File: src/design/x86br_pkg.sv
package x86br_pkg;

  // request kinds
  typedef enum logic [3:0] {
    REQ_JCXZ      = 4'd0,
    REQ_JCC_SHORT = 4'd1,
    REQ_JMP_SHORT = 4'd2,
    REQ_JMP_REL16 = 4'd3,
    REQ_JMP_FAR   = 4'd4,
    REQ_JMP_ABS   = 4'd5,
    REQ_CALL_REL  = 4'd6,
    REQ_CALL_FAR  = 4'd7,
    REQ_CALL_ABS  = 4'd8,
    REQ_RET       = 4'd9,
    REQ_RET_IMM   = 4'd10,
    REQ_RETF      = 4'd11,
    REQ_RETF_IMM  = 4'd12
  } req_type_t;

  // jcc condition pairs, cond_code[3:1]; bit 0 inverts
  typedef enum logic [2:0] {
    COND_O  = 3'd0,
    COND_C  = 3'd1,
    COND_Z  = 3'd2,
    COND_NA = 3'd3,
    COND_S  = 3'd4,
    COND_P  = 3'd5,
    COND_L  = 3'd6,
    COND_NG = 3'd7
  } cond_pair_t;

  // flag bit positions
  localparam int unsigned FLAG_CF = 0;
  localparam int unsigned FLAG_PF = 1;
  localparam int unsigned FLAG_ZF = 2;
  localparam int unsigned FLAG_SF = 3;
  localparam int unsigned FLAG_OF = 4;

  localparam logic [15:0] SP_NEAR_PUSH = 16'hFFFE;
  localparam logic [15:0] SP_FAR_PUSH  = 16'hFFFC;
  localparam logic [15:0] SP_NEAR_POP  = 16'd2;
  localparam logic [15:0] SP_FAR_POP   = 16'd4;

  typedef struct packed {
    logic [3:0]  req_type;
    logic [3:0]  cond_code;
    logic [4:0]  flag_bits;
    logic [15:0] count_reg;
    logic [15:0] next_ip;
    logic [15:0] code_seg;
    logic [15:0] stack_ptr;
    logic [15:0] immediate;
    logic [15:0] target_offset;
    logic [15:0] target_segment;
    logic [15:0] popped_offset;
    logic [15:0] popped_segment;
  } in_item_t;

  typedef struct packed {
    logic        taken;
    logic [15:0] new_ip;
    logic [15:0] new_cs;
    logic [15:0] new_sp;
    logic [1:0]  push_count;
    logic [15:0] push_first;
    logic [15:0] push_second;
  } out_item_t;

  // decoded item between the decode stage and the adder stage
  typedef struct packed {
    logic        taken;
    logic [15:0] ip_base;
    logic [15:0] ip_addend;
    logic [15:0] sp_base;
    logic [15:0] sp_addend;
    logic [15:0] new_cs;
    logic [1:0]  push_count;
    logic [15:0] push_first;
    logic [15:0] push_second;
  } dec_item_t;

  function automatic logic jcc_taken(logic [3:0] code, logic [4:0] flags);
    logic cf, pf, zf, sf, of_f, base;
    cf   = flags[FLAG_CF];
    pf   = flags[FLAG_PF];
    zf   = flags[FLAG_ZF];
    sf   = flags[FLAG_SF];
    of_f = flags[FLAG_OF];
    case (cond_pair_t'(code[3:1]))
      COND_O:  base = of_f;
      COND_C:  base = cf;
      COND_Z:  base = zf;
      COND_NA: base = cf | zf;
      COND_S:  base = sf;
      COND_P:  base = pf;
      COND_L:  base = sf ^ of_f;
      COND_NG: base = (sf ^ of_f) | zf;
      default: base = 1'b0;
    endcase
    return code[0] ? ~base : base;
  endfunction

endpackage

File: src/design/x86_16bit_branch_resolver.sv
// 8086 control-transfer resolver: takes one jump, call or return per item
// (jcxz, the sixteen jcc conditions, short/near/far jmp and call, ret and
// retf with or without a stack adjustment) and returns taken, the new
// ip:cs and sp, and the words a call must push (cs first for far calls).
// Short forms use only the low byte of the immediate, sign-extended, and
// all 16-bit sums wrap. Unused request codes 13 to 15 resolve as untaken
// with ip, cs and sp unchanged. Operand fetch and memory/stack traffic are
// done by the caller; popped words come in with the item.
// Timing: one item per cycle sustained while out_stall is low; an item
// passes through decode, 16-bit add and output register to out_valid. Each
// stage holds its item while the stage after it is full and stalled, so
// out_stall backs up through the pipe and in_stall rises only when all
// three stages are occupied.
module x86_16bit_branch_resolver (
  input  logic                 clk,
  input  logic                 rst_n,
  input  logic                 in_valid,
  output logic                 in_stall,
  input  x86br_pkg::in_item_t  in_data,
  output logic                 out_valid,
  input  logic                 out_stall,
  output x86br_pkg::out_item_t out_data
);
  import x86br_pkg::*;

  // pipeline registers
  logic      s1_valid_r, s2_valid_r, out_valid_r;
  dec_item_t s1_data_r;
  out_item_t s2_data_r, out_data_r;

  logic      s1_valid_nxt, s2_valid_nxt, out_valid_nxt;
  dec_item_t s1_data_nxt;
  out_item_t s2_data_nxt;

  // stage load enables, a stage may load when empty or when it drains
  logic out_load, s2_load, s1_load;

  assign out_load = !out_valid_r || !out_stall;
  assign s2_load  = !s2_valid_r || out_load;
  assign s1_load  = !s1_valid_r || s2_load;
  assign in_stall = !s1_load;

  // ---------------------------------------------------------------------
  // stage 1: decode, condition test, operand selection
  // ---------------------------------------------------------------------
  logic [15:0] rel8;

  assign rel8 = {{8{in_data.immediate[7]}}, in_data.immediate[7:0]};

  always_comb begin
    s1_data_nxt             = '0;
    s1_data_nxt.taken       = 1'b1;
    s1_data_nxt.ip_base     = in_data.next_ip;
    s1_data_nxt.ip_addend   = '0;
    s1_data_nxt.sp_base     = in_data.stack_ptr;
    s1_data_nxt.sp_addend   = '0;
    s1_data_nxt.new_cs      = in_data.code_seg;
    case (req_type_t'(in_data.req_type))
      REQ_JCXZ: begin
        s1_data_nxt.taken     = (in_data.count_reg == '0);
        s1_data_nxt.ip_addend = s1_data_nxt.taken ? rel8 : '0;
      end
      REQ_JCC_SHORT: begin
        s1_data_nxt.taken     = jcc_taken(in_data.cond_code, in_data.flag_bits);
        s1_data_nxt.ip_addend = s1_data_nxt.taken ? rel8 : '0;
      end
      REQ_JMP_SHORT: s1_data_nxt.ip_addend = rel8;
      REQ_JMP_REL16: s1_data_nxt.ip_addend = in_data.immediate;
      REQ_JMP_FAR: begin
        s1_data_nxt.ip_base = in_data.target_offset;
        s1_data_nxt.new_cs  = in_data.target_segment;
      end
      REQ_JMP_ABS: s1_data_nxt.ip_base = in_data.target_offset;
      REQ_CALL_REL: begin
        s1_data_nxt.ip_addend  = in_data.immediate;
        s1_data_nxt.sp_addend  = SP_NEAR_PUSH;
        s1_data_nxt.push_count = 2'd1;
        s1_data_nxt.push_first = in_data.next_ip;
      end
      REQ_CALL_FAR: begin
        s1_data_nxt.ip_base     = in_data.target_offset;
        s1_data_nxt.new_cs      = in_data.target_segment;
        s1_data_nxt.sp_addend   = SP_FAR_PUSH;
        s1_data_nxt.push_count  = 2'd2;
        s1_data_nxt.push_first  = in_data.code_seg;
        s1_data_nxt.push_second = in_data.next_ip;
      end
      REQ_CALL_ABS: begin
        s1_data_nxt.ip_base    = in_data.target_offset;
        s1_data_nxt.sp_addend  = SP_NEAR_PUSH;
        s1_data_nxt.push_count = 2'd1;
        s1_data_nxt.push_first = in_data.next_ip;
      end
      REQ_RET: begin
        s1_data_nxt.ip_base   = in_data.popped_offset;
        s1_data_nxt.sp_addend = SP_NEAR_POP;
      end
      REQ_RET_IMM: begin
        s1_data_nxt.ip_base   = in_data.popped_offset;
        s1_data_nxt.sp_addend = in_data.immediate + SP_NEAR_POP;
      end
      REQ_RETF: begin
        s1_data_nxt.ip_base   = in_data.popped_offset;
        s1_data_nxt.new_cs    = in_data.popped_segment;
        s1_data_nxt.sp_addend = SP_FAR_POP;
      end
      REQ_RETF_IMM: begin
        s1_data_nxt.ip_base   = in_data.popped_offset;
        s1_data_nxt.new_cs    = in_data.popped_segment;
        s1_data_nxt.sp_addend = in_data.immediate + SP_FAR_POP;
      end
      default: s1_data_nxt.taken = 1'b0;  // unused codes: no-op
    endcase
  end

  assign s1_valid_nxt = s1_load ? in_valid : s1_valid_r;

  // ---------------------------------------------------------------------
  // stage 2: ip and sp adders, wrap at 16 bits
  // ---------------------------------------------------------------------
  always_comb begin
    s2_data_nxt.taken       = s1_data_r.taken;
    s2_data_nxt.new_ip      = s1_data_r.ip_base + s1_data_r.ip_addend;
    s2_data_nxt.new_cs      = s1_data_r.new_cs;
    s2_data_nxt.new_sp      = s1_data_r.sp_base + s1_data_r.sp_addend;
    s2_data_nxt.push_count  = s1_data_r.push_count;
    s2_data_nxt.push_first  = s1_data_r.push_first;
    s2_data_nxt.push_second = s1_data_r.push_second;
  end

  assign s2_valid_nxt  = s2_load ? s1_valid_r : s2_valid_r;
  assign out_valid_nxt = out_load ? s2_valid_r : out_valid_r;

  // control
  always_ff @(posedge clk) begin
    if (!rst_n) begin
      s1_valid_r  <= 1'b0;
      s2_valid_r  <= 1'b0;
      out_valid_r <= 1'b0;
    end else begin
      s1_valid_r  <= s1_valid_nxt;
      s2_valid_r  <= s2_valid_nxt;
      out_valid_r <= out_valid_nxt;
    end
  end

  // payload, loaded only when the stage takes a new item
  always_ff @(posedge clk) begin
    if (s1_load && in_valid) begin
      s1_data_r <= s1_data_nxt;
    end
    if (s2_load && s1_valid_r) begin
      s2_data_r <= s2_data_nxt;
    end
    if (out_load && s2_valid_r) begin
      out_data_r <= s2_data_r;
    end
  end

  // stage 3: output register
  assign out_valid = out_valid_r;
  assign out_data  = out_data_r;

`ifndef SYNTHESIS
  // input backs up only when every stage holds an item
  a_stall_full: assert property (@(posedge clk) disable iff (!rst_n)
    in_stall |-> (s1_valid_r && s2_valid_r && out_valid_r))
    else $error("in_stall with a free pipeline stage");

  // a held decode-stage item is never dropped
  a_s1_hold: assert property (@(posedge clk) disable iff (!rst_n)
    (s1_valid_r && !s2_load) |=> s1_valid_r)
    else $error("decode stage item lost while stalled");

  // an item with no pushes carries zero push words
  a_push_zero: assert property (@(posedge clk) disable iff (!rst_n)
    (out_valid && out_data.push_count == 2'd0)
      |-> (out_data.push_first == 16'd0 && out_data.push_second == 16'd0))
    else $error("push words set without pushes");
`endif

endmodule
File: config.mk
export PLATFORM = sky130hd
export DESIGN_NAME = x86_16bit_branch_resolver
export DESIGN_NICKNAME = d
export VERILOG_FILES = /design/src/design/x86br_pkg.sv /design/src/design/x86_16bit_branch_resolver.sv
export SDC_FILE = /design/constraint.sdc
export NUM_CORES = 1
export LEC_CHECK = 0
export ABC_AREA = 0
export BUFFER_PORTS_ARGS = -buffer_cell sky130_fd_sc_hd__clkbuf_2
export CORE_UTILIZATION = 49
export DETAILED_ROUTE_END_ITERATION = 10
export PLACE_DENSITY = 0.76
export REMOVE_ABC_BUFFERS = 1
export SYNTH_ARGS = -nofsm -noshare
export SYNTH_HDL_FRONTEND = slang
export SYNTH_SLANG_ARGS = --single-unit
File: constraint.sdc
create_clock -name clk -period 6.75 [get_ports clk]
set_input_delay 0.3375 -clock clk [delete_from_list [all_inputs] [get_ports clk]]
set_output_delay 0.3375 -clock clk [all_outputs]
set_load 0.02 [all_outputs]
==> impl_results.md <==
* Status: finished, final reports clean
* Distinct cell type count after synthesis at 62
* P_sw at ~0.96 mW
* Final Non-Filler Cells at around 1400
* Worst hold path class: in -> reg
* Total CTS buffers at 27
* Inserted Diodes at 0
* Synth area leaders: edfxtp_1, ha_1, nand2_1, a22o_1, o21ai_0
* Pin count of the biggest net entering global routing at 67
* Synth Register Bits at between 200 and 300
* WL/cell at roughly 18 microns
* Final-report hold violation count at 0
* Met3 WL post-DR at about 1.8 mm
* Min cycle time layout at about 2.7 ns
* # H-tree levels at 1
* Cts hold-fix bufs at 15
* Number of synthesized flops with an enable pin at 281
* Crit path depth at 5
* Final Cycle Share at 0.398
* Max Slew Vio Count at 0
* CP endpoint kind: register
* Layout area overhead at 22.5%
* Die area at between 20000 and 25000 sq um
* DR iter-0 viols at approximately 560
* Leak at between 5 and 6 nW
* Synth Cell Area at approximately 12000 sq um
* Hold Path Stages at 1
* Initial DRT Pass Iterations at 5
* Synth area leader: edfxtp_1
* Most common cell in the netlist: edfxtp_1
* Cells on worst reg2reg path at 5
* Gr ovfl total at 0
* Nets at 1259
* Least-Margin Pin Slew at 1.00 ns
* Buf/Inv on CP at 2
* RSZ-0062 raised after global routing: no
* Top-area cell type share of the netlist area at 0.714
* Vias in the first global route at between 7000 and 8000
* Die Span Y at around 160 microns
* Final Instance Area at 14500 sq um
* Initial Util at 0.502
* Max incr delay on CP at just under 0.8 ns
* Fmax at ~370 MHz
* Synth top cells by count: edfxtp_1, nand2_1, o21ai_0
* Syn Area/Cell at approximately 15 sq um
* Placer Congestion at 0.846
* Placed cell areas at 13400 sq um
* Final setup fails at 0
* Clock Skews at around 0.019 ns
* Crit path max fanout at between 60 and 70
* Type of origin of the critical path: register
* Cell-internal power at ~3.2 mW
* Reg clk slew, reported paths at 0.06 ns
* Area of the core at 23500 sq um
* Slew headroom at 0.332
* Power Density at roughly 290 nW/um^2
* Synthesized instance count at around 790
* # DRC at 0
* Sequential Power Share at 0.514
* CTS root buf: clkbuf_16
* Postcts setup bufs at 0
* CP most frequent cell: buf_4
* Clock power share at 0.365
* Syn. warnings at 0
* Setup TNS at 0 ns
* Chip width at 157 microns
* CP required at 6.90 ns
* Register area share after synthesis at 0.719
* Critical path's slowest cell: buf_4
* Met2 wire len at around 13 mm
* Worst EP arrival at around 2.8 ns
* Critical Path, Cell by Cell: and3_1, and2_1, nor2b_4, buf_4, buf_4
* Placed insts at between 1000 and 1500
* Routed vias at 7583
* Wire length on met1 at between 10 and 15 mm
* Clock Path Buffers at 3
* Max-cap viol count at 0
* Detailed Place HPWL at around 18 mm
* PortBufs at around 250
* Synth Flop Type: edfxtp_1
* Post-CTS resize count at 0
* First-pass GRT wire length at between 30 and 40 mm
* CP top delay family: buffers and inverters
* Antenna viol nets, final at 0
* Global-route usage over all layers at 0.204
* FFs w/ async S/R, synth at 0
* Rows at 56
* VDD IR-drop max at 0.168 mV
* Kind of critical path: reg -> reg
* Drt total wl at about 26 mm
* # IOs at roughly 250
* Total clock sinks at 284
* Logic pwr share at 0.121
* CTS tree: yes
* Top sig layer: met4
* Vias/cell at 5.40
* Worst skew pair latency at roughly 0.54 ns
* Initial antenna violation count at 0
* Switching Share at 0.230
* Share of cells above drive strength 1 at 0.292
* Filler cells at about 1800
[worst register-to-register path: cells and delay by family, from the launching register on]
kind / cells / cell delay [ns]
buffers and inverters: 2 / 1.40
and+or+nand+nor: 3 / 0.54
DFF: 1 / 0.35
[sequential cells by signal, summed over array words and instances, names as in the netlist]
register    flops
s1_valid_r      1
s2_valid_r      1
out_valid       1
s1_data_r     115
out_data       83
s2_data_r      83
[kinds of logic (layout without fill, tap and decap cells)]
group                    after synthesis  after routing  synth area share
buffers and inverters                 39            336            0.0147
AND/OR/NAND/NOR                      204            204            0.0865
XOR/XNOR                              26             26            0.0193
flip-flops                           284            284             0.719
multiplexers                           6              6           0.00572
adder cells (fa/ha/maj)               34             34            0.0373
AO/OA/AOI/OAI                        195            195             0.117
[placed cells by master, fill, tap and decap left out, drive strengths merged, types with 15 or more instances in the layout]
master,n
ha,32
clkbuf,275
dlygate4sd3,15
a21oi,26
inv,19
and2,20
a22o,33
a22oi,21
clkinv,15
nor2,33
nand2,80
a21o,23
edfxtp,281
xnor2,18
o21ai,40
[through the flow]
stage               utilization  setup slack, ns  hold slack (ns)  total power, mW
floorplan                     -           -0.267            0.400             2.49
global placement          0.570             3.98            0.400             2.64
detailed placement        0.570             3.92            0.405             2.66
CTS                       0.615             4.04          0.00415             4.19
global route              0.615             3.91         0.000211             4.32
finish                    0.615             4.06           0.0245             4.16
[per-layer routing]
metal,up-vias,GRT usage
met5,-,0
met4,0,0.0546
met3,38,0.0366
met2,322,0.344
met1,3617,0.271
li1,3606,-
[power by group through the flow]
stage	registers [mW]	clock network, mW	logic (mW)
final	2.14	1.52	0.502
after global routing	2.15	1.62	0.553
after CTS	2.14	1.55	0.501
after detailed placement	2.18	0	0.489
after global placement	2.17	0	0.472
after floorplan	2.19	0	0.301
[area by class of cell]
| class | count | area, sq um | share of cell area |
|---|---|---|---|
| flip-flops and latches | 284 | 8500 | 0.587 |
| clock buffers | 30 | 687 | 0.0475 |
| inverters | 18 | 67.6 | 0.00467 |
| repair buffers | 268 | 1440 | 0.0992 |
| multi-input cells | 465 | 3170 | 0.219 |
| clock inverters | 20 | 218 | 0.0150 |
| well taps | 319 | 399 | 0.0276 |
[worst paths after layout]
check / from / end / slack (ns)
max: out_valid$_SDFFE_PN0P_ / s1_data_r[3]$_SDFFCE_PN0P_ / 4.06
min reg2reg: s2_data_r[70]$_DFFE_PP_ / out_data[70]$_DFFE_PP_ / 0.40
min: in_data[80] / s1_data_r[66]$_DFFE_PP_ / 0.02
max reg2reg: out_valid$_SDFFE_PN0P_ / s1_data_r[3]$_SDFFCE_PN0P_ / 4.06
No activity file was read; power rests on OpenSTA's default activity.
